### src/hdl/mpf_fifo.sv
// Small synchronous FIFO in flip-flops with occupancy count.
// No dependencies; used for the command queue and the result queue.
`timescale 1ns / 1ps
`default_nettype none

module mpf_fifo #(
  parameter int WIDTH = 8,
  parameter int DEPTH = 4
) (
  input  wire logic                       clk_i,
  input  wire logic                       rst_ni,
  input  wire logic                       push_i,
  input  wire logic [WIDTH-1:0]           data_i,
  input  wire logic                       pop_i,
  output logic      [WIDTH-1:0]           data_o,
  output logic                            full_o,
  output logic                            empty_o,
  output logic      [$clog2(DEPTH+1)-1:0] count_o
);

  localparam int IDX_W = $clog2(DEPTH);
  localparam int CNT_W = $clog2(DEPTH + 1);

  logic [WIDTH-1:0] mem_q [DEPTH];
  logic [IDX_W-1:0] wr_ptr_q, wr_ptr_d, rd_ptr_q, rd_ptr_d;
  logic [CNT_W-1:0] cnt_q, cnt_d;
  logic             do_push, do_pop;

  assign full_o  = (cnt_q == CNT_W'(DEPTH));
  assign empty_o = (cnt_q == '0);
  assign count_o = cnt_q;
  assign data_o  = mem_q[rd_ptr_q];

  assign do_push = push_i & ~full_o;
  assign do_pop  = pop_i & ~empty_o;

  always_comb begin
    wr_ptr_d = wr_ptr_q;
    rd_ptr_d = rd_ptr_q;
    cnt_d    = cnt_q;
    if (do_push) begin
      wr_ptr_d = (wr_ptr_q == IDX_W'(DEPTH - 1)) ? '0 : wr_ptr_q + 1'b1;
    end
    if (do_pop) begin
      rd_ptr_d = (rd_ptr_q == IDX_W'(DEPTH - 1)) ? '0 : rd_ptr_q + 1'b1;
    end
    if (do_push && !do_pop) begin
      cnt_d = cnt_q + 1'b1;
    end else if (do_pop && !do_push) begin
      cnt_d = cnt_q - 1'b1;
    end
  end

  always_ff @(posedge clk_i or negedge rst_ni) begin
    if (!rst_ni) begin
      wr_ptr_q <= '0;
      rd_ptr_q <= '0;
      cnt_q    <= '0;
    end else begin
      wr_ptr_q <= wr_ptr_d;
      rd_ptr_q <= rd_ptr_d;
      cnt_q    <= cnt_d;
    end
  end

  always_ff @(posedge clk_i) begin
    if (do_push) begin
      mem_q[wr_ptr_q] <= data_i;
    end
  end

endmodule

`default_nettype wire

### config.mk
export PLATFORM = sky130hd
export DESIGN_NAME = mpf_fifo
export DESIGN_NICKNAME = d
export VERILOG_FILES = /design/src/hdl/mpf_fifo.sv
export SDC_FILE = /design/constraint.sdc
export NUM_CORES = 1
export LEC_CHECK = 0
export BUFFER_PORTS_ARGS = -buffer_cell sky130_fd_sc_hd__buf_2
export CORE_UTILIZATION = 49
export CTS_CLUSTER_SIZE = 40
export DETAILED_ROUTE_END_ITERATION = 12
export PLACE_DENSITY = 0.73
export SLEW_MARGIN = 20
export SYNTH_ARGS = -nofsm -noshare
export SYNTH_HDL_FRONTEND = slang
export SYNTH_SLANG_ARGS = --single-unit
### constraint.sdc
create_clock -name clk_i -period 2 [get_ports clk_i]
set_clock_uncertainty 0.05 [all_clocks]
set_input_delay 0.1 -clock clk_i [delete_from_list [all_inputs] [get_ports clk_i]]
set_output_delay 0.1 -clock clk_i [all_outputs]
set_load 0.01 [all_outputs]
Word-level counts from Yosys, hierarchy flattened

Memory sizes are Yosys's and may differ from the RTL's.
Cells that the tools add are included.

Register bits: 7
Bits in writable memories: 32
Output and inout bits: 13
Word-level logic and storage cells: 27
Memories kept: 1

Add/subtract/negate cells: 4
Eq/ne operators: 3
Mux-type cells: 6
Bitwise operators: 4
Reductions and logical operators: 6

Memories:

| memory | words | bits a word | read ports | clocked after memory_dff | write ports | RTL line | RTL |
|---|---|---|---|---|---|---|---|
| mem_q  | 4     | 8           | 1          | 0                        | 1           | 24       | `logic [WIDTH-1:0] mem_q [DEPTH];` |

Operator list:

| operator                                                           | count |
|---|---|
| 3-bit 2-to-1 mux                                                   | 2 |
| 2-bit by 1-bit adder with 2-bit output, second input constant      | 2 |
| 2-bit equality test, second input constant                         | 2 |
| 2-bit 2-to-1 mux                                                   | 2 |
| 3-bit by 1-bit adder with 3-bit output, second input constant      | 1 |
| 3-bit equality test, second input constant                         | 1 |
| 3-bit zero test                                                    | 1 |
| 3-bit by 1-bit subtractor with 3-bit output, second input constant | 1 |
| 1-bit bitwise AND                                                  | 2 |
| 1-bit logical AND                                                  | 2 |
| 1-bit zero test                                                    | 2 |
| 1-bit 2-to-1 mux                                                   | 2 |
| 1-bit NOT                                                          | 2 |
| 2-bit nonzero test                                                 | 1 |

Longest topological paths before layout

Word-level depth: 7
Mapped depth: 9
Gate-level depth less buffers: 8

Least setup slack after synthesis

OpenSTA, ideal clock, no wires.

Path type: reg2reg
Start: reg cnt_q[0], in the netlist count_o[0]
End: reg cnt_q[2], in the netlist count_o[2]
Data arrival time: 2.038 ns
Path slack: -0.167 ns
Stages on the path, launching flop included: 9
Path buffers: 0
Cell sequence: dfrtp_1 nor3_1 nand2b_4 ha_1 inv_1 fa_1 xor2_1 nor2_1 xor2_1

Longest elaborated chain between the ends: 6

RTL lines:

| element                                                | RTL line | RTL |
|---|---|---|
| start: declaration                                     | 26       | `logic [CNT_W-1:0] cnt_q, cnt_d;` |
| start signal: assignment                               | 62       | `cnt_q <= cnt_d;` |
| 3-bit zero test *                                      | 30       | `assign empty_o = (cnt_q == '0);` |
| net empty_o                                            | 17       | `output logic empty_o,` |
| 1-bit NOT *                                            | 35       | `assign do_pop = pop_i & ~empty_o;` |
| 1-bit bitwise AND *                                    | 35       |  |
| 1-bit zero test                                        | 47       | `if (do_push && !do_pop) begin` |
| 1-bit logical AND                                      | 47       |  |
| 3-bit 2-to-1 mux or 2-bit nonzero test (tied branches) | --       |  |

Mark *: on every way through the listed nets, which the timed path passes. The rest lies on a longest branch. The select of a mux whose other input is x is not followed.
A chain may end at the register's enable or synchronous reset.

Final worst setup path

Start: reg cnt_q[1], in the netlist count_o[1]
End: reg cnt_q[1], in the netlist count_o[1]

Longest elaborated chain between the ends: 6

RTL lines:

| element                                                                                             | RTL line |
|---|---|
| parallel branches: the longest is 5 deep, another holds 3-bit by 1-bit subtractor with 3-bit output | -- |
| 3-bit 2-to-1 mux *                                                                                  | 47 |
| net cnt_d[1]                                                                                        | 26 |

Mark *: on every way through the listed nets, which the timed path passes. The select of a mux whose other input is x is not followed.

==> impl_metrics.yaml <==
power_and_ir_drop:
  ir_drop_v: 0.000927
  seq_power_share_pct: 43.6
  pwr-share-comb_pct: 35.3
  leakage_nw: 0.800
  power_density_nw_per_um2: 1470
  p_sw_w: 0.000909
  p_total_w: 0.00303
  internal-power_w: 0.00212
  swShare_pct: 30.0
  clkPwrFrac_pct: 21.0
synthesis:
  synth_seq_area_share_pct: 70.1
  synth_area_leaders: "edfxtp_1 59%, mux4_2 11%, dfrtp_1 11%, ha_1 4.6%, mux2_2 2.1%"
  synth.cell_area_um2: 1620
  synth-seq-cells: 39
  syn-instance-count: 79
  avgSynthCellArea_um2: 20.5
  syn-num-nets: 98
  ys_types: 19
  synth_top_area_share_pct: 59.3
  synth_warnings: 0
  yosysTopAreaCell: "edfxtp_1"
global_routing:
  grt_pass1_wl_um: 3890
  overflow: 0
  grt_pass1_vias: 828
  grt_max_degree: 13
  antenna_found_initial: 0
  grt_usage_pct: 16.6
setup_path:
  critical-path-top-delay-family: "adder cells"
  arrival_ns: 2.22
  slowest_stage: "dfrtp_2"
  crit_chain: "buf_12 > nor3b_4 > nor2b_2 > ha_2 > inv_2 > fa_2 > mux2_4"
  r2r-start: "count_o[1]"
  regToRegEndpoint: "count_o[1]"
  crit_buf_inv: 2
  r2r_cells: 7
  start_kind: "flop"
  worstSetupPathDepth: 7
  endpoint: "count_o[1]"
  required_ns: 2.19
  crit_start: "count_o[1]"
  critPathMaxFanout: 3
  timing.reg2reg.setup_slack_ns: -0.03
  crit_type: "reg -> reg"
  crit_path_end_kind: "flop"
  critPathMaxStageDelay_ns: 0.48
floorplan:
  dieArea_um2: 3540
  pin_count: 25
  dieHeight_um: 59.5
  std_cell_rows: 20
  coreArea_um2: 3100
  die_w_um: 59.5
  initial_core_util_pct: 52.2
detailed_routing:
  avgRoutedWirePerCell_um: 16.3
  route.detailed.drc: 0
  drtIter0Drc: 19
  vias: 836
  first_pass_iters: 4
  wl_um: 2750
  ant_nets: 0
  viasPerCell: 4.95
sta:
  fin_ws_ns: -0.0280
  fin_crit_ns: 2.03
  slew_headroom_pct: 71.7
  fmax_ghz: 0.493
  setup_tns_ns: -0.0280
  hold_viol: 0
  slew_viol_final: 0
  holdWs_ns: 0.0517
  rsz0062_at_grt: "true"
  period_share_pct: 101
  worst_pin_slew_ns: 0.425
  setup_viol: 1
final_layout:
  drive_above_1_share_pct: 53.6
  utilization_pct: 66.5
  syn_to_final_growth_pct: 27.4
  nNetsFinal: 143
  final_cell_mix: "32 x edfxtp_1, 24 x buf_2, 9 x dlygate4sd3_1"
  nFillCells: 239
  final_common_cell: "edfxtp_1"
  diodes: 0
  finalInstanceArea_um2: 2060
placement:
  gp_congestion: 0.616
  placed_cell_area_um2: 1800
  dp_hpwl_um: 1700
  portBuffers: 24
run_status:
  violations: "setup timing"
  outcome: "finished with violations"
worst_hold_path:
  min_path_type: "in -> async"
clocking:
  cts_made_buffers: 5
  tritoncts: "yes"
  clock_latency_ns: 0.34
  clk_path_buf_depth: 2
  cts.sinks: 39
  root_buffer: "clkbuf_4"
  clk_pin_slew_ns: 0.11
  htree_levels: 2
flow_run:
  drv_cap: 0
==> cells by family after synthesis <==
group	synth area share, %
DFF	70.1
muxes	15.1
and+or+nand+nor	5.41
adders and majority gates	5.87
buffers and inverters	1.93
xor gates and xnor gates	1.62
==> power groups by stage <==
stage	clock network (W)	registers (W)	logic (W)
3_5_place_dp	0	0.00135	0.000909
5_1_grt	0.000684	0.00136	0.00116
4_1_cts	0.000649	0.00133	0.000934
2_1_floorplan	0	0.00125	0.000711
3_3_place_gp	0	0.00133	0.000886
6_report	0.000637	0.00132	0.00107
==> what timing repair did <==
action,in CTS,in global routing
hold buffers,9,0
endpoints found under the setup margin,8,2
resized for setup,1,4
endpoints found under the hold margin,39,0
pin swaps,0,2
setup buffers,0,7
==> state kept, by name, summed over array words and instances (netlist names) <==
signal / flops
rd_ptr_q: 2
count_o: 3
wr_ptr_q: 2
mem_q: 32
==> stage by stage <==
stage | instances | setup slack [ns]
2_1_floorplan | 79 | 0.00222
3_3_place_gp | 145 | 0.0975
3_5_place_dp | 145 | 0.0323
4_1_cts | 162 | 0.00923
5_1_grt | 169 | -0.0720
6_report | 169 | -0.0280
==> worst register-to-register path, delay by kind of cell (launching register included) <==
kind | cells | cell delay [ns]
adder cells (fa/ha/maj) | 2 | 0.60
flip-flops | 1 | 0.48
AND/OR/NAND/NOR | 2 | 0.31
multiplexers | 1 | 0.28
buffers and inverters | 2 | 0.20
==> metal layers <==
| metal | GRT usage (%) | up-vias | part of all wire [%] |
|---|---|---|---|
| li1 | - | 394 | - |
| met1 | 20.8 | 423 | 42 |
| met2 | 25.8 | 17 | 53 |
| met3 | 6.55 | 2 | 4.5 |
| met4 | 6.98 | 0 | 0.65 |
| met5 | 0 | - | 0 |
==> area by class of cell <==
type                            instances  area (µm²)  share of cell area [%]
Clock inverter                          2        60.1                    2.91
Multi-Input combinational cell         34         473                    22.9
Inverter                                3        11.3                   0.545
Timing Repair Buffer                   41         283                    13.7
Sequential cell                        39        1140                    55.3
Clock buffer                            6        41.3                    2.00
Tap cell                               44        55.1                    2.67
==> cells in the mapped netlist <==
cell type	n
fa_1	1
dfrtp_1	7
inv_1	3
buf_2	1
mux2_2	3
nor2_1	3
nor2b_2	1
buf_1	1
ha_1	6
buf_6	1
edfxtp_1	32
mux4_2	8
mux2_4	2
nand2b_4	1
xor2_1	2
nor3_1	1
and2_2	4
nor3b_4	1
xnor2_1	1
==> worst min path at each step <==
stage               slack (ns)          end  depth (start not counted)  startpoint
floorplan                -0.25   count_o[0]                          0      rst_ni
global placement         -0.11   count_o[2]                          1      rst_ni
detailed placement       -0.10   count_o[2]                          1      rst_ni
CTS                       0.05   count_o[2]                          2      rst_ni
global route              0.06   count_o[2]                          2      rst_ni
finish                    0.05  rd_ptr_q[1]                          2      rst_ni
(Power assumes the default switching activity.)
