`config.mk`:
```
export PLATFORM = sky130hd
export DESIGN_NAME = mpf_front
export DESIGN_NICKNAME = d
export VERILOG_FILES = /design/src/hdl/mpf_pkg.sv /design/src/hdl/mpf_front.sv
export SDC_FILE = /design/constraint.sdc
export NUM_CORES = 1
export LEC_CHECK = 0
export BUFFER_PORTS_ARGS = -buffer_cell sky130_fd_sc_hd__buf_2
export CAP_MARGIN = 20
export CORE_UTILIZATION = 65
export CTS_BUF_LIST = sky130_fd_sc_hd__clkbuf_8
export CTS_CLUSTER_SIZE = 40
export DETAILED_ROUTE_END_ITERATION = 8
export GPL_TIMING_DRIVEN = 0
export PLACE_DENSITY_LB_ADDON = 0.25
export SLEW_MARGIN = 20
export SYNTH_ARGS = -nofsm -noshare
export SYNTH_HDL_FRONTEND = slang
export SYNTH_SLANG_ARGS = --single-unit
```
`constraint.sdc`:
```
create_clock -name clk_i -period 7.15 [get_ports clk_i]
set_input_delay 0.3575 -clock clk_i [delete_from_list [all_inputs] [get_ports clk_i]]
set_output_delay 0.3575 -clock clk_i [all_outputs]
set_load 0.05 [all_outputs]
```
`src/hdl/mpf_pkg.sv`:
```
// Package for the mist overlay pixel fade core: geometry and table constants,
// request codes, payload structs and the front-to-back command format.
// No dependencies; mpf_front, mpf_back and the top level import it.
`timescale 1ns / 1ps
`default_nettype none

package mpf_pkg;

  // Texture and fade table geometry
  localparam int TEXTURE_DIM = 256;
  localparam int FADE_LEVELS = 33;
  localparam int MAX_LINE    = 4095;

  localparam int COORD_W    = 12;
  localparam int OFS_W      = $clog2(TEXTURE_DIM);
  localparam int TEX_AW     = 2 * OFS_W;
  localparam int TEX_DEPTH  = TEXTURE_DIM * TEXTURE_DIM;
  localparam int PIX_W      = 8;
  localparam int ADDR_W     = 16;
  localparam int FADE_DEPTH = FADE_LEVELS * 256;
  localparam int FADE_AW    = $clog2(FADE_DEPTH);

  // Level is (a + b) >> 3, clamped to the last fade level
  localparam int LEVEL_SHIFT = 3;
  localparam int LEVEL_W     = PIX_W + 1 - LEVEL_SHIFT;
  localparam int LEVEL_MAX   = FADE_LEVELS - 1;

  // Lens divider is width / (2 * TEXTURE_DIM), at least one
  localparam int LENS_SHIFT = $clog2(2 * TEXTURE_DIM);
  localparam int LENS_W     = COORD_W - LENS_SHIFT;
  localparam int STEP_W     = $clog2(COORD_W);

  // Configuration port
  localparam int PADDR_W = 3;
  localparam int PDATA_W = 32;

  // Default queue depths
  localparam int CMD_DEPTH_DEF = 4;
  localparam int RES_DEPTH_DEF = 4;

  // Reset values of the geometry and the base offsets, and per-frame steps of the base offsets
  localparam logic [COORD_W-1:0] FRAME_WIDTH_RST  = COORD_W'(640);
  localparam logic [COORD_W-1:0] FRAME_HEIGHT_RST = COORD_W'(480);
  localparam logic [OFS_W-1:0]   BASE_PX_RST  = OFS_W'(0);
  localparam logic [OFS_W-1:0]   BASE_PY_RST  = OFS_W'(0);
  localparam logic [OFS_W-1:0]   BASE_SX_RST  = OFS_W'(50);
  localparam logic [OFS_W-1:0]   BASE_SY_RST  = OFS_W'(128);
  localparam logic [OFS_W-1:0]   BASE_PX_STEP = OFS_W'(2);
  localparam logic [OFS_W-1:0]   BASE_PY_STEP = OFS_W'(1);
  localparam logic [OFS_W-1:0]   BASE_SX_STEP = OFS_W'(TEXTURE_DIM - 253);
  localparam logic [OFS_W-1:0]   BASE_SY_STEP = OFS_W'(3);

  typedef enum logic [1:0] {
    REQ_PIXEL   = 2'd0,
    REQ_TEX_WR  = 2'd1,
    REQ_FADE_WR = 2'd2
  } req_e;

  typedef enum logic {
    REG_FRAME_WIDTH  = 1'b0,
    REG_FRAME_HEIGHT = 1'b1
  } reg_e;

  typedef struct packed {
    logic [1:0]        req_type;
    logic [ADDR_W-1:0] table_addr;
    logic [PIX_W-1:0]  table_data;
    logic [PIX_W-1:0]  src_pixel;
  } in_item_t;

  typedef struct packed {
    logic [PIX_W-1:0] out_pixel;
    logic             line_end;
    logic             frame_end;
  } res_item_t;

  // Command from the front to the back. For pixels addr_a/addr_b are the
  // secondary and primary texture addresses and data is the source pixel;
  // for table writes addr_a is the table address and data the byte.
  typedef struct packed {
    req_e              kind;
    logic [ADDR_W-1:0] addr_a;
    logic [ADDR_W-1:0] addr_b;
    logic [PIX_W-1:0]  data;
    logic              line_end;
    logic              frame_end;
  } cmd_t;

  typedef struct packed {
    logic               wr;
    reg_e               sel;
    logic [COORD_W-1:0] data;
  } cfg_wr_t;

  typedef struct packed {
    logic [COORD_W-1:0] width;
    logic [COORD_W-1:0] height;
  } geom_t;

endpackage

`default_nettype wire

```
`src/hdl/mpf_front.sv`:
```
// Front end of the mist overlay: geometry registers, lens divider remainders,
// running and base offsets, and classification of items into commands.
// Depends on mpf_pkg.
`timescale 1ns / 1ps
`default_nettype none

module mpf_front
  import mpf_pkg::*;
(
  input  wire logic     clk_i,
  input  wire logic     rst_ni,
  input  wire cfg_wr_t  cfg_i,
  output geom_t         geom_o,
  input  wire logic     push_i,
  input  wire in_item_t item_i,
  output logic          full_o,
  input  wire logic     cmd_full_i,
  output logic          cmd_push_o,
  output cmd_t          cmd_o
);

  logic [COORD_W-1:0] width_q, width_d, height_q, height_d;
  logic [COORD_W-1:0] eff_w, eff_h;
  logic [LENS_W-1:0]  div;

  logic [OFS_W-1:0] px_q, px_d, py_q, py_d, sx_q, sx_d, sy_q, sy_d;
  logic [OFS_W-1:0] bpx_q, bpx_d, bpy_q, bpy_d, bsx_q, bsx_d, bsy_q, bsy_d;
  logic [COORD_W-1:0] col_left_q, col_left_d, row_left_q, row_left_d;
  logic [LENS_W-1:0]  col_mod_q, col_mod_d, row_mod_q, row_mod_d;
  logic [LENS_W-1:0]  w_mod_q, w_mod_d, h_mod_q, h_mod_d;

  // Remainder unit: width mod div and height mod div, one bit per cycle
  logic               busy_q, busy_d;
  logic [STEP_W-1:0]  step_q, step_d;
  logic [LENS_W-1:0]  rem_w_q, rem_w_d, rem_h_q, rem_h_d;
  logic [STEP_W-1:0]  bit_idx;
  logic [LENS_W:0]    sh_w, sh_h;

  logic accept, pix, col_step, row_step, lend, fend;
  req_e kind;

  assign geom_o.width  = width_q;
  assign geom_o.height = height_q;

  always_comb begin
    eff_w = width_q;
    if (width_q == '0) begin
      eff_w = COORD_W'(1);
    end else if (width_q > COORD_W'(MAX_LINE)) begin
      eff_w = COORD_W'(MAX_LINE);
    end
    eff_h = (height_q == '0) ? COORD_W'(1) : height_q;
    div   = (eff_w[COORD_W-1:LENS_SHIFT] == '0) ? LENS_W'(1)
                                                : eff_w[COORD_W-1:LENS_SHIFT];
  end

  assign bit_idx = STEP_W'(COORD_W - 1) - step_q;
  assign sh_w    = {rem_w_q, eff_w[bit_idx]};
  assign sh_h    = {rem_h_q, eff_h[bit_idx]};

  assign full_o = cmd_full_i | busy_q;
  assign accept = push_i & ~full_o;
  assign kind   = req_e'(item_i.req_type);

  always_comb begin
    pix        = 1'b0;
    cmd_push_o = 1'b0;
    unique case (kind) inside
      REQ_PIXEL: begin
        pix        = accept;
        cmd_push_o = accept;
      end
      REQ_TEX_WR, REQ_FADE_WR: begin
        cmd_push_o = accept;
      end
      default: begin
        cmd_push_o = 1'b0;
      end
    endcase
  end

  assign col_step = (col_mod_q == '0);
  assign row_step = (row_mod_q == '0);
  assign lend     = (col_left_q == COORD_W'(1));
  assign fend     = lend & (row_left_q == COORD_W'(1));

  always_comb begin
    cmd_o.kind      = kind;
    cmd_o.line_end  = lend;
    cmd_o.frame_end = fend;
    if (kind == REQ_PIXEL) begin
      cmd_o.addr_a = {sy_q, sx_q};
      cmd_o.addr_b = {py_q, px_q};
      cmd_o.data   = item_i.src_pixel;
    end else begin
      cmd_o.addr_a = item_i.table_addr;
      cmd_o.addr_b = item_i.table_addr;
      cmd_o.data   = item_i.table_data;
    end
  end

  always_comb begin
    width_d    = width_q;
    height_d   = height_q;
    px_d       = px_q;
    py_d       = py_q;
    sx_d       = sx_q;
    sy_d       = sy_q;
    bpx_d      = bpx_q;
    bpy_d      = bpy_q;
    bsx_d      = bsx_q;
    bsy_d      = bsy_q;
    col_left_d = col_left_q;
    row_left_d = row_left_q;
    col_mod_d  = col_mod_q;
    row_mod_d  = row_mod_q;
    w_mod_d    = w_mod_q;
    h_mod_d    = h_mod_q;
    busy_d     = busy_q;
    step_d     = step_q;
    rem_w_d    = rem_w_q;
    rem_h_d    = rem_h_q;

    if (cfg_i.wr) begin
      unique case (cfg_i.sel)
        REG_FRAME_WIDTH:  width_d  = cfg_i.data;
        REG_FRAME_HEIGHT: height_d = cfg_i.data;
      endcase
      busy_d  = 1'b1;
      step_d  = '0;
      rem_w_d = '0;
      rem_h_d = '0;
    end else if (busy_q) begin
      rem_w_d = (sh_w >= {1'b0, div}) ? LENS_W'(sh_w - {1'b0, div}) : sh_w[LENS_W-1:0];
      rem_h_d = (sh_h >= {1'b0, div}) ? LENS_W'(sh_h - {1'b0, div}) : sh_h[LENS_W-1:0];
      step_d  = step_q + 1'b1;
      if (step_q == STEP_W'(COORD_W - 1)) begin
        // Last bit done: restart the frame with the new geometry
        busy_d     = 1'b0;
        w_mod_d    = rem_w_d;
        h_mod_d    = rem_h_d;
        col_mod_d  = rem_w_d;
        row_mod_d  = rem_h_d;
        col_left_d = eff_w;
        row_left_d = eff_h;
        px_d       = bpx_q;
        py_d       = bpy_q;
        sx_d       = bsx_q;
        sy_d       = bsy_q;
      end
    end else if (pix) begin
      sy_d       = sy_q - OFS_W'(col_step);
      px_d       = px_q + OFS_W'(col_step);
      col_left_d = col_left_q - 1'b1;
      col_mod_d  = col_step ? div - 1'b1 : col_mod_q - 1'b1;
      if (lend) begin
        if (row_step) begin
          sy_d = sy_d + eff_w[OFS_W-1:0];
          px_d = px_d - eff_w[OFS_W-1:0];
          py_d = py_q + 1'b1;
          sx_d = sx_q - 1'b1;
        end
        col_left_d = eff_w;
        col_mod_d  = w_mod_q;
        row_left_d = row_left_q - 1'b1;
        row_mod_d  = row_step ? div - 1'b1 : row_mod_q - 1'b1;
        if (fend) begin
          bpx_d      = bpx_q + BASE_PX_STEP;
          bpy_d      = bpy_q + BASE_PY_STEP;
          bsx_d      = bsx_q + BASE_SX_STEP;
          bsy_d      = bsy_q + BASE_SY_STEP;
          px_d       = bpx_d;
          py_d       = bpy_d;
          sx_d       = bsx_d;
          sy_d       = bsy_d;
          row_left_d = eff_h;
          row_mod_d  = h_mod_q;
        end
      end
    end
  end

  always_ff @(posedge clk_i or negedge rst_ni) begin
    if (!rst_ni) begin
      width_q    <= FRAME_WIDTH_RST;
      height_q   <= FRAME_HEIGHT_RST;
      px_q       <= BASE_PX_RST;
      py_q       <= BASE_PY_RST;
      sx_q       <= BASE_SX_RST;
      sy_q       <= BASE_SY_RST;
      bpx_q      <= BASE_PX_RST;
      bpy_q      <= BASE_PY_RST;
      bsx_q      <= BASE_SX_RST;
      bsy_q      <= BASE_SY_RST;
      col_left_q <= FRAME_WIDTH_RST;
      row_left_q <= FRAME_HEIGHT_RST;
      col_mod_q  <= '0;
      row_mod_q  <= '0;
      w_mod_q    <= '0;
      h_mod_q    <= '0;
      busy_q     <= 1'b0;
      step_q     <= '0;
      rem_w_q    <= '0;
      rem_h_q    <= '0;
    end else begin
      width_q    <= width_d;
      height_q   <= height_d;
      px_q       <= px_d;
      py_q       <= py_d;
      sx_q       <= sx_d;
      sy_q       <= sy_d;
      bpx_q      <= bpx_d;
      bpy_q      <= bpy_d;
      bsx_q      <= bsx_d;
      bsy_q      <= bsy_d;
      col_left_q <= col_left_d;
      row_left_q <= row_left_d;
      col_mod_q  <= col_mod_d;
      row_mod_q  <= row_mod_d;
      w_mod_q    <= w_mod_d;
      h_mod_q    <= h_mod_d;
      busy_q     <= busy_d;
      step_q     <= step_d;
      rem_w_q    <= rem_w_d;
      rem_h_q    <= rem_h_d;
    end
  end

endmodule

`default_nettype wire

```
**Word level (Yosys, flattened, before mapping)**

Cells that the tools add are included.

- Register bits: 135
- Bits in latches: 0
- Memory bits (writable): 0
- ROM bits: 0
- Bits of input ports: 52
- Output and inout port bits: 70
- Word-level logic and storage cells: 140
- Memories kept: 0

- Add/subtract/negate cells: 19
- Multiply operators: 0
- Div/mod/pow operators: 0
- $lt $le $gt $ge: 4
- Eq/ne operators: 6
- Shift operators: 0
- Muxes and demuxes: 66
- Bitwise logic cells: 7
- Reduce and logical (&&, ||, !) cells: 18

Operators with widths:

| cell | number |
|---|---|
| $mux 8 | 24 |
| $mux 12 | 12 |
| $mux 3 | 18 |
| $mux 40 | 1 |
| $add 8x2->8 const B | 3 |
| $eq 12x1->1 const B | 2 |
| $logic_not 12->1 | 2 |
| $sub 12x1->12 const B | 2 |
| $add 8x1->8 const B | 2 |
| $gt 12x12->1 const B | 1 |
| $reduce_and 5->1 | 2 |
| $logic_not 3->1 | 3 |
| $sub 3x1->3 const B | 3 |
| $add 8x1->8 | 1 |
| $add 8x8->8 | 1 |
| $bmux 1 s4 | 2 |
| $ge 4x3->1 | 2 |
| $mux 4 | 2 |
| $sub 8x1->8 | 1 |
| $sub 8x1->8 const B | 1 |
| $sub 8x8->8 | 1 |
| $mux 1 | 7 |
| $reduce_and 3->1 | 2 |
| $reduce_bool 2->1 | 3 |
| 16 further kinds | 22 |

**Longest topological paths before layout**

Gate-level depths: netlist (run 1).

- Depth in word-level cells: 11
- Mapped depth: 15
- Mapped depth without buffers: 15

**Least setup slack after synthesis (run 1)**

OpenSTA, ideal clock, no wires.

- Kind: register -> register
- Start: reg col_mod_q[0]
- End: reg sy_q[7]
- Arrival time: 3.121 ns
- Setup slack: 3.941 ns
- Cell stages (with the launch flop): 15
- Buffers on the path: 0
- Period minus slack after synthesis: 3.209 ns
- Cells stage by stage: dfrtp_1 > inv_1 > ha_1 > nand2b_1 > inv_1 > ha_1 > ha_1 > nand2_1 > xnor2_1 > ha_1 > or4_1 > o22ai_1 > mux2i_1 > mux2_2 > or3_1

- Word-level cells in the longest chain between the ends: 8

RTL lines:

| item | line | source |
|---|---|---|
| start, declared | mpf_front.sv:29 | `logic [LENS_W-1:0] col_mod_q, col_mod_d, row_mod_q, row_mod_d;` |
| start signal, assigned | mpf_front.sv:218 | `col_mod_q <= col_mod_d;` |
| $logic_not 3->1 (*) | mpf_front.sv:82 | `assign col_step = (col_mod_q == '0);` |
| $sub 8x1->8 (*) | mpf_front.sv:152 | `sy_d = sy_q - OFS_W'(col_step);` |
| $add 8x8->8 | mpf_front.sv:158 | `sy_d = sy_d + eff_w[OFS_W-1:0];` |
| $mux 8 | mpf_front.sv:157 | `if (row_step) begin` |
| $mux 8 | mpf_front.sv:167 | `if (fend) begin` |
| $mux 8 (*) | mpf_front.sv:156 | `if (lend) begin` |
| $mux 8 (*) | mpf_front.sv:151 | `end else if (pix) begin` |
| $mux 8 (*) | mpf_front.sv:133 | `end else if (busy_q) begin` |
| end signal, assigned | mpf_front.sv:211 | `sy_q <= sy_d;` |
| end, declared | mpf_front.sv:26 | `logic [OFS_W-1:0] px_q, px_d, py_q, py_d, sx_q, sx_d, sy_q, sy_d;` |

Every way passes the cells marked *; elsewhere a longest branch is shown, timed or not. The select of a mux whose other input is x is not followed.
A chain may end at the register's enable or synchronous reset.

**Worst setup path in the final report (run 1)**

- Start: reg step_q[2]
- End: reg row_mod_q[1]

- Word-level cells in the longest chain between the ends: 7
- Elaborated cells between the ends (all ways): 11

RTL lines:

| item | line | source |
|---|---|---|
| start, declared | mpf_front.sv:34 | `logic [STEP_W-1:0] step_q, step_d;` |
| start signal, assigned | mpf_front.sv:223 | `step_q <= step_d;` |
| $sub 4x4->4 | mpf_front.sv:57 | `assign bit_idx = STEP_W'(COORD_W - 1) - step_q;` |
| $bmux 1 s4 | mpf_front.sv:59 | `assign sh_h = {rem_h_q, eff_h[bit_idx]};` |
| $mux 1 (implied by the code) | mpf_front.sv:59 |  |
| $ge 4x3->1 or $sub 3x3->3 (tied branches) | mpf_front.sv:135 | `rem_h_d = (sh_h >= {1'b0, div}) ? LENS_W'(sh_h - {1'b0, div}) : sh_h[LENS_W-1:0];` |
| $mux 3 | mpf_front.sv:135 |  |
| $mux 3 | mpf_front.sv:137 | `if (step_q == STEP_W'(COORD_W - 1)) begin` |
| $mux 3 | mpf_front.sv:133 |  |
| end signal, assigned | mpf_front.sv:219 | `row_mod_q <= row_mod_d;` |
| end, declared | mpf_front.sv:29 |  |

Several ways; a longest one is shown, not always the timed one. The select of a mux whose other input is x is not followed.

==> flow_results.xml, run 1 <==
<?xml version="1.0" encoding="UTF-8"?>
<metrics>
  <group name="die">
    <metric name="design.portCount" unit="">122</metric>
    <metric name="core_area" unit="mm^2">0.0141</metric>
    <metric name="die-height" unit="um">123</metric>
    <metric name="fp-row-count" unit="">43</metric>
    <metric name="die_area" unit="mm^2">0.0151</metric>
    <metric name="die_span_x" unit="um">123</metric>
    <metric name="initial_utilization" unit="">0.675</metric>
  </group>
  <group name="clock_network">
    <metric name="post_cts_resize_count" unit="">0</metric>
    <metric name="worstSkewPairLatency" unit="ns">0.47</metric>
    <metric name="clock_tree_from_tritoncts" unit="">built</metric>
    <metric name="h-tree-depth" unit="">4</metric>
    <metric name="cts_sinks" unit="">134</metric>
    <metric name="clk_transition_reported_paths" unit="ns">0.09</metric>
    <metric name="post_cts_buffers" unit="">0</metric>
    <metric name="cts_made_buffers" unit="">17</metric>
    <metric name="cts_buffer_depth" unit="">2</metric>
    <metric name="cts.hold.buffers_added" unit="">1</metric>
    <metric name="cts-root-buf" unit="">sky130_fd_sc_hd__clkbuf_8</metric>
  </group>
  <group name="power">
    <metric name="worst_ir_drop_vdd" unit="mV">0.331</metric>
    <metric name="p_per_area" unit="mW/mm^2">207</metric>
    <metric name="sequential_cell_fraction_of_total_power" unit="">0.390</metric>
    <metric name="power_report.internal_total" unit="mW">1.44</metric>
    <metric name="p_clk_frac" unit="">0.324</metric>
    <metric name="leakage" unit="nW">5.05</metric>
    <metric name="net-switching-power" unit="uW">800</metric>
    <metric name="sw_frac_of_total" unit="">0.356</metric>
    <metric name="power.combinational.fraction" unit="">0.285</metric>
  </group>
  <group name="logic_synthesis">
    <metric name="postSynth.asyncResetShare" unit="">1.00</metric>
    <metric name="post_synth_num_cell_types" unit="">79</metric>
    <metric name="synth_nets" unit="">1256</metric>
    <metric name="synth-main-ff-cell" unit="">sky130_fd_sc_hd__dfrtp_1</metric>
    <metric name="post_synth_instance_area" unit="mm^2">0.00952</metric>
    <metric name="netlist_instances" unit="">1159</metric>
    <metric name="avg_cell_area_syn" unit="um^2">8.21</metric>
    <metric name="number_of_flops_mapped_to_enable_cells_by_yosys" unit="">0</metric>
    <metric name="ys_ff_latch" unit="">134</metric>
    <metric name="yosysSeqAreaShare" unit="">0.355</metric>
    <metric name="yosys_warnings" unit="">0</metric>
  </group>
  <group name="timing">
    <metric name="finClkSkew" unit="ns">0.0196</metric>
    <metric name="setup-tns-final" unit="ns">0</metric>
    <metric name="timing.max_slew.rel_slack" unit="">0.378</metric>
    <metric name="max_freq" unit="MHz">251</metric>
    <metric name="tmin_final" unit="ns">3.98</metric>
    <metric name="setup_repair_after_global_routing_missed_its_margin" unit="">no</metric>
    <metric name="slew_violations" unit="">0</metric>
    <metric name="final-hold-violation-count" unit="">0</metric>
    <metric name="setup_viol_count_final" unit="">0</metric>
    <metric name="final_min_period_over_clock_period" unit="">0.556</metric>
    <metric name="timing_worst_slew_pin_value" unit="ns">0.934</metric>
  </group>
  <group name="routing">
    <metric name="detail_route.iter0.violations" unit="">1236</metric>
    <metric name="via_count" unit="">9775</metric>
    <metric name="drc_violations_left" unit="">0</metric>
    <metric name="antenna_violating_nets_post_route" unit="">0</metric>
    <metric name="totalWireLength" unit="mm">30.2</metric>
    <metric name="route.detailed.wl_per_inst" unit="um">20.2</metric>
    <metric name="via_per_inst" unit="">6.55</metric>
    <metric name="drt_pass1_iterations" unit="">6</metric>
  </group>
  <group name="grt">
    <metric name="antenna_found_initial" unit="">0</metric>
    <metric name="via_count_of_the_first_global_routing_pass" unit="">8961</metric>
    <metric name="grt_ovf" unit="">0</metric>
    <metric name="grt_start_max_net_pins" unit="">69</metric>
    <metric name="grt_usage" unit="">0.414</metric>
    <metric name="grt_pass1_wl" unit="mm">46.9</metric>
  </group>
  <group name="placement">
    <metric name="dpl.cell_count" unit="">1460</metric>
    <metric name="detailedPlacementHpwl" unit="mm">21.6</metric>
    <metric name="place_congestion" unit="">0.979</metric>
    <metric name="port_buffers" unit="">120</metric>
  </group>
  <group name="cells_and_area">
    <metric name="synthToLayoutAreaGrowth" unit="%">13.9</metric>
    <metric name="fraction_of_layout_cells_with_a_size_suffix_above_1" unit="">0.191</metric>
    <metric name="num-nets-final" unit="">1397</metric>
    <metric name="antenna_cells_inserted" unit="">0</metric>
    <metric name="final_cells" unit="">1493</metric>
  </group>
  <group name="critical_path">
    <metric name="crit_path_cell_trace" unit="">clkinv_1 &gt; ha_1 &gt; inv_1 &gt; o21ai_0 &gt; o41ai_1 &gt; nand2b_1 &gt; ha_1 &gt; fa_1 &gt; a21bo_2 &gt; a211o_1 &gt; nand2_1 &gt; o21ai_0 &gt; and2_1 &gt; o31ai_1</metric>
    <metric name="critPathLaunchType" unit="">register</metric>
    <metric name="critPathMaxStageDelay" unit="ns">0.69</metric>
    <metric name="critical_path_class" unit="">reg2reg</metric>
    <metric name="timing.critical_path.required" unit="ns">7.51</metric>
    <metric name="critPathMaxFanout" unit="">7</metric>
    <metric name="timing.critical_path.slowest_stage_cell" unit="">sky130_fd_sc_hd__o41ai_1</metric>
    <metric name="cp_capture_type" unit="">register</metric>
    <metric name="timing.critical_path.arrival" unit="ns">4.34</metric>
  </group>
  <group name="min_path">
    <metric name="hold_path_class" unit="">in2reg</metric>
  </group>
  <group name="outcome">
    <metric name="status" unit="">completed</metric>
  </group>
  <group name="run">
    <metric name="max_capacitance_violation_count" unit="">0</metric>
  </group>
</metrics>
-- kinds of logic after synthesis --
group	share of synthesized area
and+or+nand+nor	0.218
DFF	0.355
buffers and inverters	0.0553
muxes	0.0481
adders and majority gates	0.0623
AOI/OAI and AO/OA	0.196
xor gates and xnor gates	0.0653
-- final timing paths --
path                                        start                   endpoint  slack, ns  cells past startpoint
max in group asynchronous                  rst_ni       bsx_q[1]$_DFFE_PN1P_       5.95                      3
min reg2reg                w_mod_q[0]$_DFFE_PN0P_     w_mod_q[0]$_DFFE_PN0P_       0.49                      2
min in group asynchronous                  rst_ni  col_left_q[3]$_DFFE_PN0P_       0.44                      2
max reg2reg                 step_q[2]$_DFFE_PN0P_   row_mod_q[1]$_DFFE_PN0P_       3.17                     14
min                                     cfg_i[11]    width_q[11]$_DFFE_PN0P_       0.11                      3
max                         step_q[2]$_DFFE_PN0P_   row_mod_q[1]$_DFFE_PN0P_       3.17                     14
-- Yosys cell counts (all sizes together), types with 13 or more instances --
master  instances  area [um^2]
nor3           23          130
dfstp          20          526
xnor2          36          315
dfrtp         114         2850
mux2           22          248
ha             41          513
clkbuf         40          150
nand3          29          158
o21ai          92          468
inv            48          180
nand2         220          826
xor2           35          307
o31ai          14          124
a211oi         16          120
buf            33          193
o22ai          13         81.3
nor2           95          372
o21a           13         97.6
a21oi          70          350
-- worst max-delay path: cells and delay by family (launching register included) --
family                   cells  cell delay (ns)
adder cells (fa/ha/maj)      3             0.77
AO/OA/AOI/OAI                6             1.77
buffers and inverters        2             0.40
flip-flops                   1             0.45
AND/OR/NAND/NOR              3             0.52
-- per-stage QoR --
step / area, um^2 / setup WS (ns) / utilization / power, mW / hold WS (ns)
2_1_floorplan: 9520 / 3.94 / - / 1.33 / 0.0619
3_3_place_gp: 10300 / 3.50 / 0.734 / 1.48 / 0.462
3_5_place_dp: 10400 / 3.29 / 0.737 / 1.51 / 0.348
4_1_cts: 10800 / 3.28 / 0.769 / 2.23 / 0.111
5_1_grt: 10800 / 2.96 / 0.769 / 2.33 / 0.131
6_report: 10800 / 3.17 / 0.769 / 2.24 / 0.109
-- state kept, by name (all words and copies together), names as in the netlist --
signal and flops:
col_left_q 12, w_mod_q 3, bsx_q 8, step_q 4, rem_w_q 3, bsy_q 8, bpx_q 7, rem_h_q 3
row_left_q 12, h_mod_q 3, width_q 12, height_q 12, col_mod_q 3, sx_q 8, bpy_q 8, row_mod_q 3
py_q 8, px_q 8, sy_q 8, busy_q 1
-- placed cells by master (no fill, tap or decap), types with 5 or more instances in the layout --
| master | Yosys | routed |
|---|---|---|
| sky130_fd_sc_hd__nand2_1 | 220 | 220 |
| sky130_fd_sc_hd__buf_2 | 19 | 138 |
| sky130_fd_sc_hd__dfrtp_1 | 114 | 114 |
| sky130_fd_sc_hd__nor2_1 | 93 | 93 |
| sky130_fd_sc_hd__o21ai_0 | 84 | 84 |
| sky130_fd_sc_hd__a21oi_1 | 70 | 70 |
| sky130_fd_sc_hd__inv_1 | 47 | 48 |
| sky130_fd_sc_hd__ha_1 | 41 | 41 |
| sky130_fd_sc_hd__clkbuf_1 | 40 | 40 |
| sky130_fd_sc_hd__xnor2_1 | 36 | 36 |
| sky130_fd_sc_hd__xor2_1 | 35 | 35 |
| sky130_fd_sc_hd__nand3_1 | 28 | 28 |
| sky130_fd_sc_hd__mux2_2 | 22 | 22 |
| sky130_fd_sc_hd__nor3_1 | 20 | 20 |
| sky130_fd_sc_hd__dfstp_2 | 20 | 20 |
| sky130_fd_sc_hd__clkbuf_8 | 0 | 20 |
| sky130_fd_sc_hd__a211oi_1 | 16 | 16 |
| sky130_fd_sc_hd__o22ai_1 | 13 | 13 |
| sky130_fd_sc_hd__o21a_1 | 13 | 13 |
| sky130_fd_sc_hd__mux2i_1 | 12 | 12 |
| sky130_fd_sc_hd__a31oi_1 | 12 | 12 |
| sky130_fd_sc_hd__o31ai_1 | 12 | 12 |
| sky130_fd_sc_hd__nor4_1 | 11 | 11 |
| sky130_fd_sc_hd__nand4_1 | 11 | 11 |
| sky130_fd_sc_hd__and3_1 | 11 | 11 |
| sky130_fd_sc_hd__a22oi_1 | 10 | 10 |
| sky130_fd_sc_hd__nand2b_1 | 9 | 9 |
| sky130_fd_sc_hd__o211ai_1 | 9 | 9 |
| sky130_fd_sc_hd__nor2b_1 | 8 | 8 |
| sky130_fd_sc_hd__buf_4 | 8 | 8 |
| sky130_fd_sc_hd__or3_1 | 7 | 7 |
| sky130_fd_sc_hd__o21ai_1 | 6 | 6 |
| sky130_fd_sc_hd__nand3b_1 | 5 | 5 |
| sky130_fd_sc_hd__a21o_1 | 5 | 5 |
| sky130_fd_sc_hd__and2_1 | 5 | 5 |
-- final cells by class --
type,instances,area (um^2)
buffer,73,343
clock buffer,20,275
clock inverter,12,176
fill,1062,3250
inverter,49,184
multi-input combinational,903,5620
sequential,134,3380
tap,180,225
timing repair buffer,122,648
-- layer usage --
layer / vias to the layer above / track usage / part of all wire
met5: - / 0 / 0
met4: 0 / 0.200 / 0.045
met3: 141 / 0.104 / 0.12
met2: 670 / 0.639 / 0.45
met1: 4601 / 0.545 / 0.39
li1: 4363 / - / -
-- power by group through the flow --
| stage | clock network, mW | registers (mW) | logic (mW) |
|---|---|---|---|
| after detailed placement | 0 | 0.883 | 0.622 |
| final | 0.728 | 0.876 | 0.640 |
| after floorplan | 0 | 0.932 | 0.395 |
| after global routing | 0.754 | 0.879 | 0.692 |
| after global placement | 0 | 0.882 | 0.598 |
| after CTS | 0.723 | 0.871 | 0.632 |
No activity file was read; power rests on OpenSTA's default activity.
==> run 2, diff against run 1 <==
--- a/config.mk
+++ b/config.mk
@@ -7,7 +7,7 @@
 export LEC_CHECK = 0
 export BUFFER_PORTS_ARGS = -buffer_cell sky130_fd_sc_hd__buf_2
 export CAP_MARGIN = 20
-export CORE_UTILIZATION = 65
+export CORE_UTILIZATION = 61
 export CTS_BUF_LIST = sky130_fd_sc_hd__clkbuf_8
 export CTS_CLUSTER_SIZE = 40
 export DETAILED_ROUTE_END_ITERATION = 8
==> constraint.sdc (replaced) <==
create_clock -name clk_i -period 4.08 [get_ports clk_i]
set_input_delay 0.204 -clock clk_i [delete_from_list [all_inputs] [get_ports clk_i]]
set_output_delay 0.204 -clock clk_i [all_outputs]
set_load 0.05 [all_outputs]
==> flow_results.xml, run 2 (synthesis gave the netlist of run 1 again) <==
<?xml version="1.0" encoding="UTF-8"?>
<metrics>
  <group name="critical_path">
    <metric name="startpoint_of_the_worst_slack_reg_to_reg_timing_path" unit="">col_mod_q[0]$_DFFE_PN0P_</metric>
    <metric name="r2r_end" unit="">sy_q[7]$_DFFE_PN1P_</metric>
    <metric name="r2r_cell_count" unit="">14</metric>
    <metric name="critPathMaxFanout" unit="">6</metric>
    <metric name="critical_path_class" unit="">reg2reg</metric>
    <metric name="timing.critical_path.arrival" unit="ns">4.28</metric>
    <metric name="cp_capture_type" unit="">register</metric>
    <metric name="critPathLaunchType" unit="">register</metric>
    <metric name="timing.critical_path.required" unit="ns">4.47</metric>
    <metric name="reg2reg_setup_slack" unit="ns">0.19</metric>
    <metric name="crit_start" unit="">col_mod_q[0]$_DFFE_PN0P_</metric>
    <metric name="crit_path_end" unit="">sy_q[7]$_DFFE_PN1P_</metric>
  </group>
  <group name="timing">
    <metric name="whs" unit="ns">0.0969</metric>
    <metric name="final-hold-violation-count" unit="">0</metric>
    <metric name="finClkSkew" unit="ns">0.00984</metric>
    <metric name="setup_repair_after_global_routing_missed_its_margin" unit="">no</metric>
    <metric name="max_freq" unit="MHz">257</metric>
    <metric name="setup-tns-final" unit="ns">0</metric>
    <metric name="setup_viol_count_final" unit="">0</metric>
    <metric name="timing_worst_slew_pin_value" unit="ns">0.855</metric>
    <metric name="timing.max_slew.rel_slack" unit="">0.430</metric>
    <metric name="final_min_period_over_clock_period" unit="">0.954</metric>
    <metric name="slew_violations" unit="">0</metric>
    <metric name="tmin_final" unit="ns">3.89</metric>
  </group>
  <group name="power">
    <metric name="leakage" unit="nW">5.08</metric>
    <metric name="worst_ir_drop_vdd" unit="mV">0.357</metric>
    <metric name="p_per_area" unit="mW/mm^2">348</metric>
    <metric name="power.total" unit="mW">3.81</metric>
  </group>
  <group name="clock_network">
    <metric name="cts-root-buf" unit="">sky130_fd_sc_hd__clkbuf_8</metric>
    <metric name="post_cts_buffers" unit="">0</metric>
    <metric name="h-tree-depth" unit="">4</metric>
    <metric name="cts_buffer_depth" unit="">2</metric>
    <metric name="worstSkewPairLatency" unit="ns">0.47</metric>
    <metric name="clk_transition_reported_paths" unit="ns">0.08</metric>
    <metric name="cts_sinks" unit="">134</metric>
    <metric name="cts_made_buffers" unit="">17</metric>
    <metric name="clock_tree_from_tritoncts" unit="">built</metric>
  </group>
  <group name="die">
    <metric name="die_area" unit="mm^2">0.0161</metric>
    <metric name="die_span_x" unit="um">127</metric>
    <metric name="initial_utilization" unit="">0.626</metric>
    <metric name="core_area" unit="mm^2">0.0152</metric>
    <metric name="design.portCount" unit="">122</metric>
    <metric name="die-height" unit="um">127</metric>
    <metric name="fp-row-count" unit="">45</metric>
  </group>
  <group name="grt">
    <metric name="grt_ovf" unit="">0</metric>
    <metric name="grt_pass1_wl" unit="mm">48.8</metric>
    <metric name="grt_usage" unit="">0.396</metric>
    <metric name="via_count_of_the_first_global_routing_pass" unit="">9355</metric>
    <metric name="grt_start_max_net_pins" unit="">79</metric>
    <metric name="antenna_found_initial" unit="">0</metric>
  </group>
  <group name="cells_and_area">
    <metric name="finalCoreUtilization" unit="">0.720</metric>
    <metric name="layout_commonest_cell" unit="">sky130_fd_sc_hd__nand2_1</metric>
    <metric name="fraction_of_layout_cells_with_a_size_suffix_above_1" unit="">0.192</metric>
    <metric name="final_cells" unit="">1513</metric>
    <metric name="synthToLayoutAreaGrowth" unit="%">14.9</metric>
    <metric name="num-nets-final" unit="">1409</metric>
    <metric name="antenna_cells_inserted" unit="">0</metric>
    <metric name="layout_common_cells" unit="">sky130_fd_sc_hd__nand2_1, sky130_fd_sc_hd__buf_2, sky130_fd_sc_hd__dfrtp_1</metric>
  </group>
  <group name="routing">
    <metric name="drt_pass1_iterations" unit="">8</metric>
    <metric name="route.detailed.wl_per_inst" unit="um">20.3</metric>
    <metric name="via_count" unit="">9685</metric>
    <metric name="via_per_inst" unit="">6.40</metric>
    <metric name="totalWireLength" unit="mm">30.7</metric>
    <metric name="drc_violations_left" unit="">0</metric>
    <metric name="detail_route.iter0.violations" unit="">1042</metric>
    <metric name="antenna_violating_nets_post_route" unit="">0</metric>
  </group>
  <group name="placement">
    <metric name="place_congestion" unit="">1.02</metric>
    <metric name="port_buffers" unit="">120</metric>
    <metric name="detailedPlacementHpwl" unit="mm">21.8</metric>
    <metric name="dpl.cell_count" unit="">1468</metric>
  </group>
  <group name="outcome">
    <metric name="status" unit="">completed</metric>
  </group>
  <group name="run">
    <metric name="max_capacitance_violation_count" unit="">0</metric>
  </group>
  <group name="min_path">
    <metric name="hold_path_class" unit="">in2reg</metric>
  </group>
</metrics>
## run 2: power by group
part	internal [mW]	switching, mW
Combinational	0.400	0.705
Clock	0.588	0.570
Sequential	1.42	0.125
Total	2.41	1.40
## run 2: repair_timing
action | in CTS | in global routing
hold buffers | 13 | 0
endpoints found under the setup margin | 0 | 4
hold endpoints to repair | 71 | 0
resized for setup | 0 | 2
## run 2: worst max-delay path, stage by stage (launching register included)
cell,delay [ns]
sky130_fd_sc_hd__dfrtp_1,0.40
sky130_fd_sc_hd__inv_1,0.09
sky130_fd_sc_hd__ha_1,0.20
sky130_fd_sc_hd__nand2b_1,0.12
sky130_fd_sc_hd__inv_1,0.18
sky130_fd_sc_hd__ha_1,0.24
sky130_fd_sc_hd__ha_1,0.26
sky130_fd_sc_hd__nand2_1,0.09
sky130_fd_sc_hd__xnor2_1,0.17
sky130_fd_sc_hd__ha_1,0.27
sky130_fd_sc_hd__or4_1,0.52
sky130_fd_sc_hd__o22ai_1,0.26
sky130_fd_sc_hd__mux2i_1,0.30
sky130_fd_sc_hd__mux2_2,0.36
sky130_fd_sc_hd__or3_1,0.34
## run 2: worst min path at each step
stage                    from                   endpoint  slack [ns]  depth (start not counted)
floorplan              rst_ni       bpx_q[1]$_DFFE_PN0P_       -0.09                          0
global placement     cfg_i[1]     width_q[1]$_DFFE_PN0P_        0.43                          3
detailed placement     rst_ni  col_left_q[4]$_DFFE_PN0P_        0.16                          1
CTS                 cfg_i[13]     rem_h_q[1]$_DFFE_PN0P_        0.09                          2
global route        cfg_i[13]     rem_h_q[1]$_DFFE_PN0P_         0.1                          2
finish              cfg_i[13]     rem_h_q[1]$_DFFE_PN0P_         0.1                          2
## run 2: layout make-up
cell class,count,area (um^2)
buffer,73,343
fill,1225,4260
multi-input combinational,903,5630
timing repair buffer,134,768
clock buffer,20,275
sequential,134,3380
inverter,49,184
tap,188,235
clock inverter,12,126
## run 2: per-stage QoR
step / setup WS (ns) / instance area (um^2)
finish: 0.188 / 10900
global route: 0.0201 / 10900
CTS: 0.241 / 10900
detailed placement: 0.272 / 10400
global placement: 0.334 / 10400
floorplan: 0.871 / 9520
## run 2: metal layers
layer / track usage / vias to the layer above / routed length [um]
met4: 0.224 / 0 / 1510
met5: 0 / - / 0
met2: 0.601 / 544 / 13800
li1: - / 4387 / -
met3: 0.109 / 143 / 3290
met1: 0.510 / 4611 / 12100
==> run 3, diff against run 2 <==
--- a/config.mk
+++ b/config.mk
@@ -7,7 +7,7 @@
 export LEC_CHECK = 0
 export BUFFER_PORTS_ARGS = -buffer_cell sky130_fd_sc_hd__buf_2
 export CAP_MARGIN = 20
-export CORE_UTILIZATION = 61
+export CORE_UTILIZATION = 45
 export CTS_BUF_LIST = sky130_fd_sc_hd__clkbuf_8
 export CTS_CLUSTER_SIZE = 40
 export DETAILED_ROUTE_END_ITERATION = 8
==> flow_results.xml, run 3 (synthesis gave the netlist of run 1 again) <==
<?xml version="1.0" encoding="UTF-8"?>
<metrics>
  <group name="power">
    <metric name="leakage" unit="nW">5.08</metric>
    <metric name="worst_ir_drop_vdd" unit="mV">0.241</metric>
    <metric name="p_per_area" unit="mW/mm^2">345</metric>
  </group>
  <group name="cells_and_area">
    <metric name="num-nets-final" unit="">1408</metric>
    <metric name="layout_common_cells" unit="">sky130_fd_sc_hd__nand2_1, sky130_fd_sc_hd__buf_2, sky130_fd_sc_hd__dfrtp_1</metric>
    <metric name="synthToLayoutAreaGrowth" unit="%">15.8</metric>
    <metric name="fraction_of_layout_cells_with_a_size_suffix_above_1" unit="">0.190</metric>
    <metric name="antenna_cells_inserted" unit="">0</metric>
    <metric name="layout.filler_cells" unit="">1942</metric>
    <metric name="layout_commonest_cell" unit="">sky130_fd_sc_hd__nand2_1</metric>
  </group>
  <group name="critical_path">
    <metric name="critPathMaxFanout" unit="">6</metric>
    <metric name="reg2reg_setup_slack" unit="ns">0.18</metric>
    <metric name="r2r_cell_count" unit="">14</metric>
    <metric name="cp_capture_type" unit="">register</metric>
    <metric name="crit_path_cell_trace" unit="">inv_1 &gt; ha_1 &gt; nand2b_1 &gt; inv_1 &gt; ha_1 &gt; ha_1 &gt; nand2_1 &gt; xnor2_1 &gt; ha_1 &gt; or4_1 &gt; o22ai_1 &gt; mux2i_1 &gt; mux2_2 &gt; or3_1</metric>
    <metric name="timing.critical_path.required" unit="ns">4.46</metric>
    <metric name="critical_path_class" unit="">reg2reg</metric>
    <metric name="crit_path_end" unit="">sy_q[7]$_DFFE_PN1P_</metric>
    <metric name="startpoint_of_the_worst_slack_reg_to_reg_timing_path" unit="">col_mod_q[0]$_DFFE_PN0P_</metric>
    <metric name="critPathLaunchType" unit="">register</metric>
    <metric name="worstSetupPathDepth" unit="">14</metric>
    <metric name="crit_start" unit="">col_mod_q[0]$_DFFE_PN0P_</metric>
    <metric name="timing.critical_path.arrival" unit="ns">4.28</metric>
    <metric name="most_numerous_cell_on_the_critical_path" unit="">sky130_fd_sc_hd__ha_1</metric>
    <metric name="worst_path_dominant_cell_family" unit="">simple AND/OR/NAND/NOR gates</metric>
    <metric name="timing.critical_path.slowest_stage_cell" unit="">sky130_fd_sc_hd__or4_1</metric>
    <metric name="r2r_end" unit="">sy_q[7]$_DFFE_PN1P_</metric>
    <metric name="worstPathBufferInverterCount" unit="">2</metric>
    <metric name="critPathMaxStageDelay" unit="ns">0.51</metric>
  </group>
  <group name="grt">
    <metric name="grt_usage" unit="">0.297</metric>
    <metric name="grt_start_max_net_pins" unit="">86</metric>
    <metric name="global_route.usage.met3" unit="">0.0571</metric>
    <metric name="met1_usage_grt" unit="">0.396</metric>
    <metric name="antenna_found_initial" unit="">0</metric>
    <metric name="globalRoute.busiestLayer" unit="">met2</metric>
    <metric name="global_routing_met2_resource_utilization" unit="">0.483</metric>
    <metric name="grt_pass1_wl" unit="mm">49.1</metric>
    <metric name="via_count_of_the_first_global_routing_pass" unit="">8812</metric>
    <metric name="grt_ovf" unit="">0</metric>
  </group>
  <group name="die">
    <metric name="core_area" unit="mm^2">0.0205</metric>
    <metric name="initial_utilization" unit="">0.465</metric>
    <metric name="die_area" unit="mm^2">0.0217</metric>
    <metric name="die-height" unit="um">147</metric>
    <metric name="fp-row-count" unit="">52</metric>
    <metric name="design.portCount" unit="">122</metric>
    <metric name="die_span_x" unit="um">147</metric>
  </group>
  <group name="placement">
    <metric name="port_buffers" unit="">120</metric>
    <metric name="setup_slack_placement" unit="ns">0.258</metric>
    <metric name="place_congestion" unit="">0.924</metric>
    <metric name="detailedPlacementHpwl" unit="mm">22.9</metric>
  </group>
  <group name="timing">
    <metric name="max_freq" unit="MHz">257</metric>
    <metric name="timing_worst_slew_pin_value" unit="ns">0.824</metric>
    <metric name="setup_viol_count_final" unit="">0</metric>
    <metric name="postLayoutSetupSlackWorst" unit="ns">0.183</metric>
    <metric name="setup-tns-final" unit="ns">0</metric>
    <metric name="final-hold-violation-count" unit="">0</metric>
    <metric name="setup_repair_after_global_routing_missed_its_margin" unit="">no</metric>
    <metric name="timing.max_slew.rel_slack" unit="">0.451</metric>
    <metric name="slew_violations" unit="">0</metric>
    <metric name="final_min_period_over_clock_period" unit="">0.955</metric>
    <metric name="tmin_final" unit="ns">3.90</metric>
    <metric name="finClkSkew" unit="ns">0.0109</metric>
  </group>
  <group name="clock_network">
    <metric name="h-tree-depth" unit="">4</metric>
    <metric name="clock_tree_from_tritoncts" unit="">built</metric>
    <metric name="cts-root-buf" unit="">sky130_fd_sc_hd__clkbuf_8</metric>
    <metric name="worstSkewPairLatency" unit="ns">0.46</metric>
    <metric name="cts_made_buffers" unit="">17</metric>
    <metric name="cts_sinks" unit="">134</metric>
    <metric name="cts_buffer_depth" unit="">2</metric>
    <metric name="clk_transition_reported_paths" unit="ns">0.09</metric>
  </group>
  <group name="min_path">
    <metric name="hold_path_class" unit="">in2reg</metric>
  </group>
  <group name="outcome">
    <metric name="status" unit="">completed</metric>
  </group>
  <group name="routing">
    <metric name="drc_violations_left" unit="">0</metric>
    <metric name="antenna_violating_nets_post_route" unit="">0</metric>
    <metric name="totalWireLength" unit="mm">31.2</metric>
    <metric name="route.detailed.wl_per_inst" unit="um">19.6</metric>
    <metric name="via_count" unit="">9298</metric>
    <metric name="drt_pass1_iterations" unit="">6</metric>
    <metric name="detail_route.iter0.violations" unit="">907</metric>
    <metric name="via_per_inst" unit="">5.83</metric>
  </group>
  <group name="run">
    <metric name="max_capacitance_violation_count" unit="">0</metric>
  </group>
</metrics>
-- run 3: cell count changes in the layout (fill, tap and decap cells not counted), sizes merged --
cell / previous run / this run
clkinv: 5 / 4
inv: 49 / 51
dlygate4sd3: 13 / 12
clkinvlp: 5 / 4
-- run 3: worst min-delay path by stage --
stage | from | to | slack [ns] | depth (start not counted)
2_1_floorplan | rst_ni | bpx_q[1]$_DFFE_PN0P_ | -0.09 | 0
3_3_place_gp | cfg_i[11] | width_q[11]$_DFFE_PN0P_ | 0.43 | 3
3_5_place_dp | rst_ni | col_left_q[3]$_DFFE_PN0P_ | 0.26 | 1
4_1_cts | cfg_i[7] | width_q[7]$_DFFE_PN1P_ | 0.02 | 2
5_1_grt | cfg_i[7] | height_q[7]$_DFFE_PN1P_ | 0.004 | 2
6_report | cfg_i[7] | height_q[7]$_DFFE_PN1P_ | 0.03 | 2
-- run 3: final cells by class --
class	count	area, um^2	share of cell area
flip-flops and latches	134	3380	0.306
plain buffers	73	343	0.0311
clock inverters	12	126	0.0115
well taps	270	338	0.0306
multi-input cells	903	5620	0.510
repair buffers	133	758	0.0688
inverters	49	184	0.0167
clock buffers	20	275	0.0250
-- run 3: what timing repair did --
item / 4_1_cts / 5_1_grt
endpoints found under the hold margin: 90 / 0
hold buffers: 12 / 0
setup endpoints to repair: 0 / 2
gates resized for setup: 0 / 1
buffers inserted: 0 / 0
-- run 3: report_power, final --
group | total (mW) | switching [mW] | internal [mW] | leakage (nW)
registers | 1.54 | 0.120 | 1.42 | 1.70
logic | 1.09 | 0.695 | 0.399 | 3.19
clock network | 1.17 | 0.582 | 0.590 | 0.199
-- run 3: stage by stage --
stage	total power [mW]	hold WS, ns	cell area (um^2)	utilization	instances
3_5_place_dp	2.64	0.264	10500	0.512	1550
6_report	3.80	0.0277	11000	0.538	1594
4_1_cts	3.81	0.0172	11000	0.538	1594
3_3_place_gp	2.62	0.430	10500	0.510	1549
5_1_grt	3.99	0.00383	11000	0.538	1594
2_1_floorplan	2.33	-0.0916	9520	-	1159
-- run 3: layer usage --
metal	wire length (um)	up-vias
li1	-	4382
met1	13400	4462
met2	14500	401
met3	2500	53
met4	791	0
met5	0	-
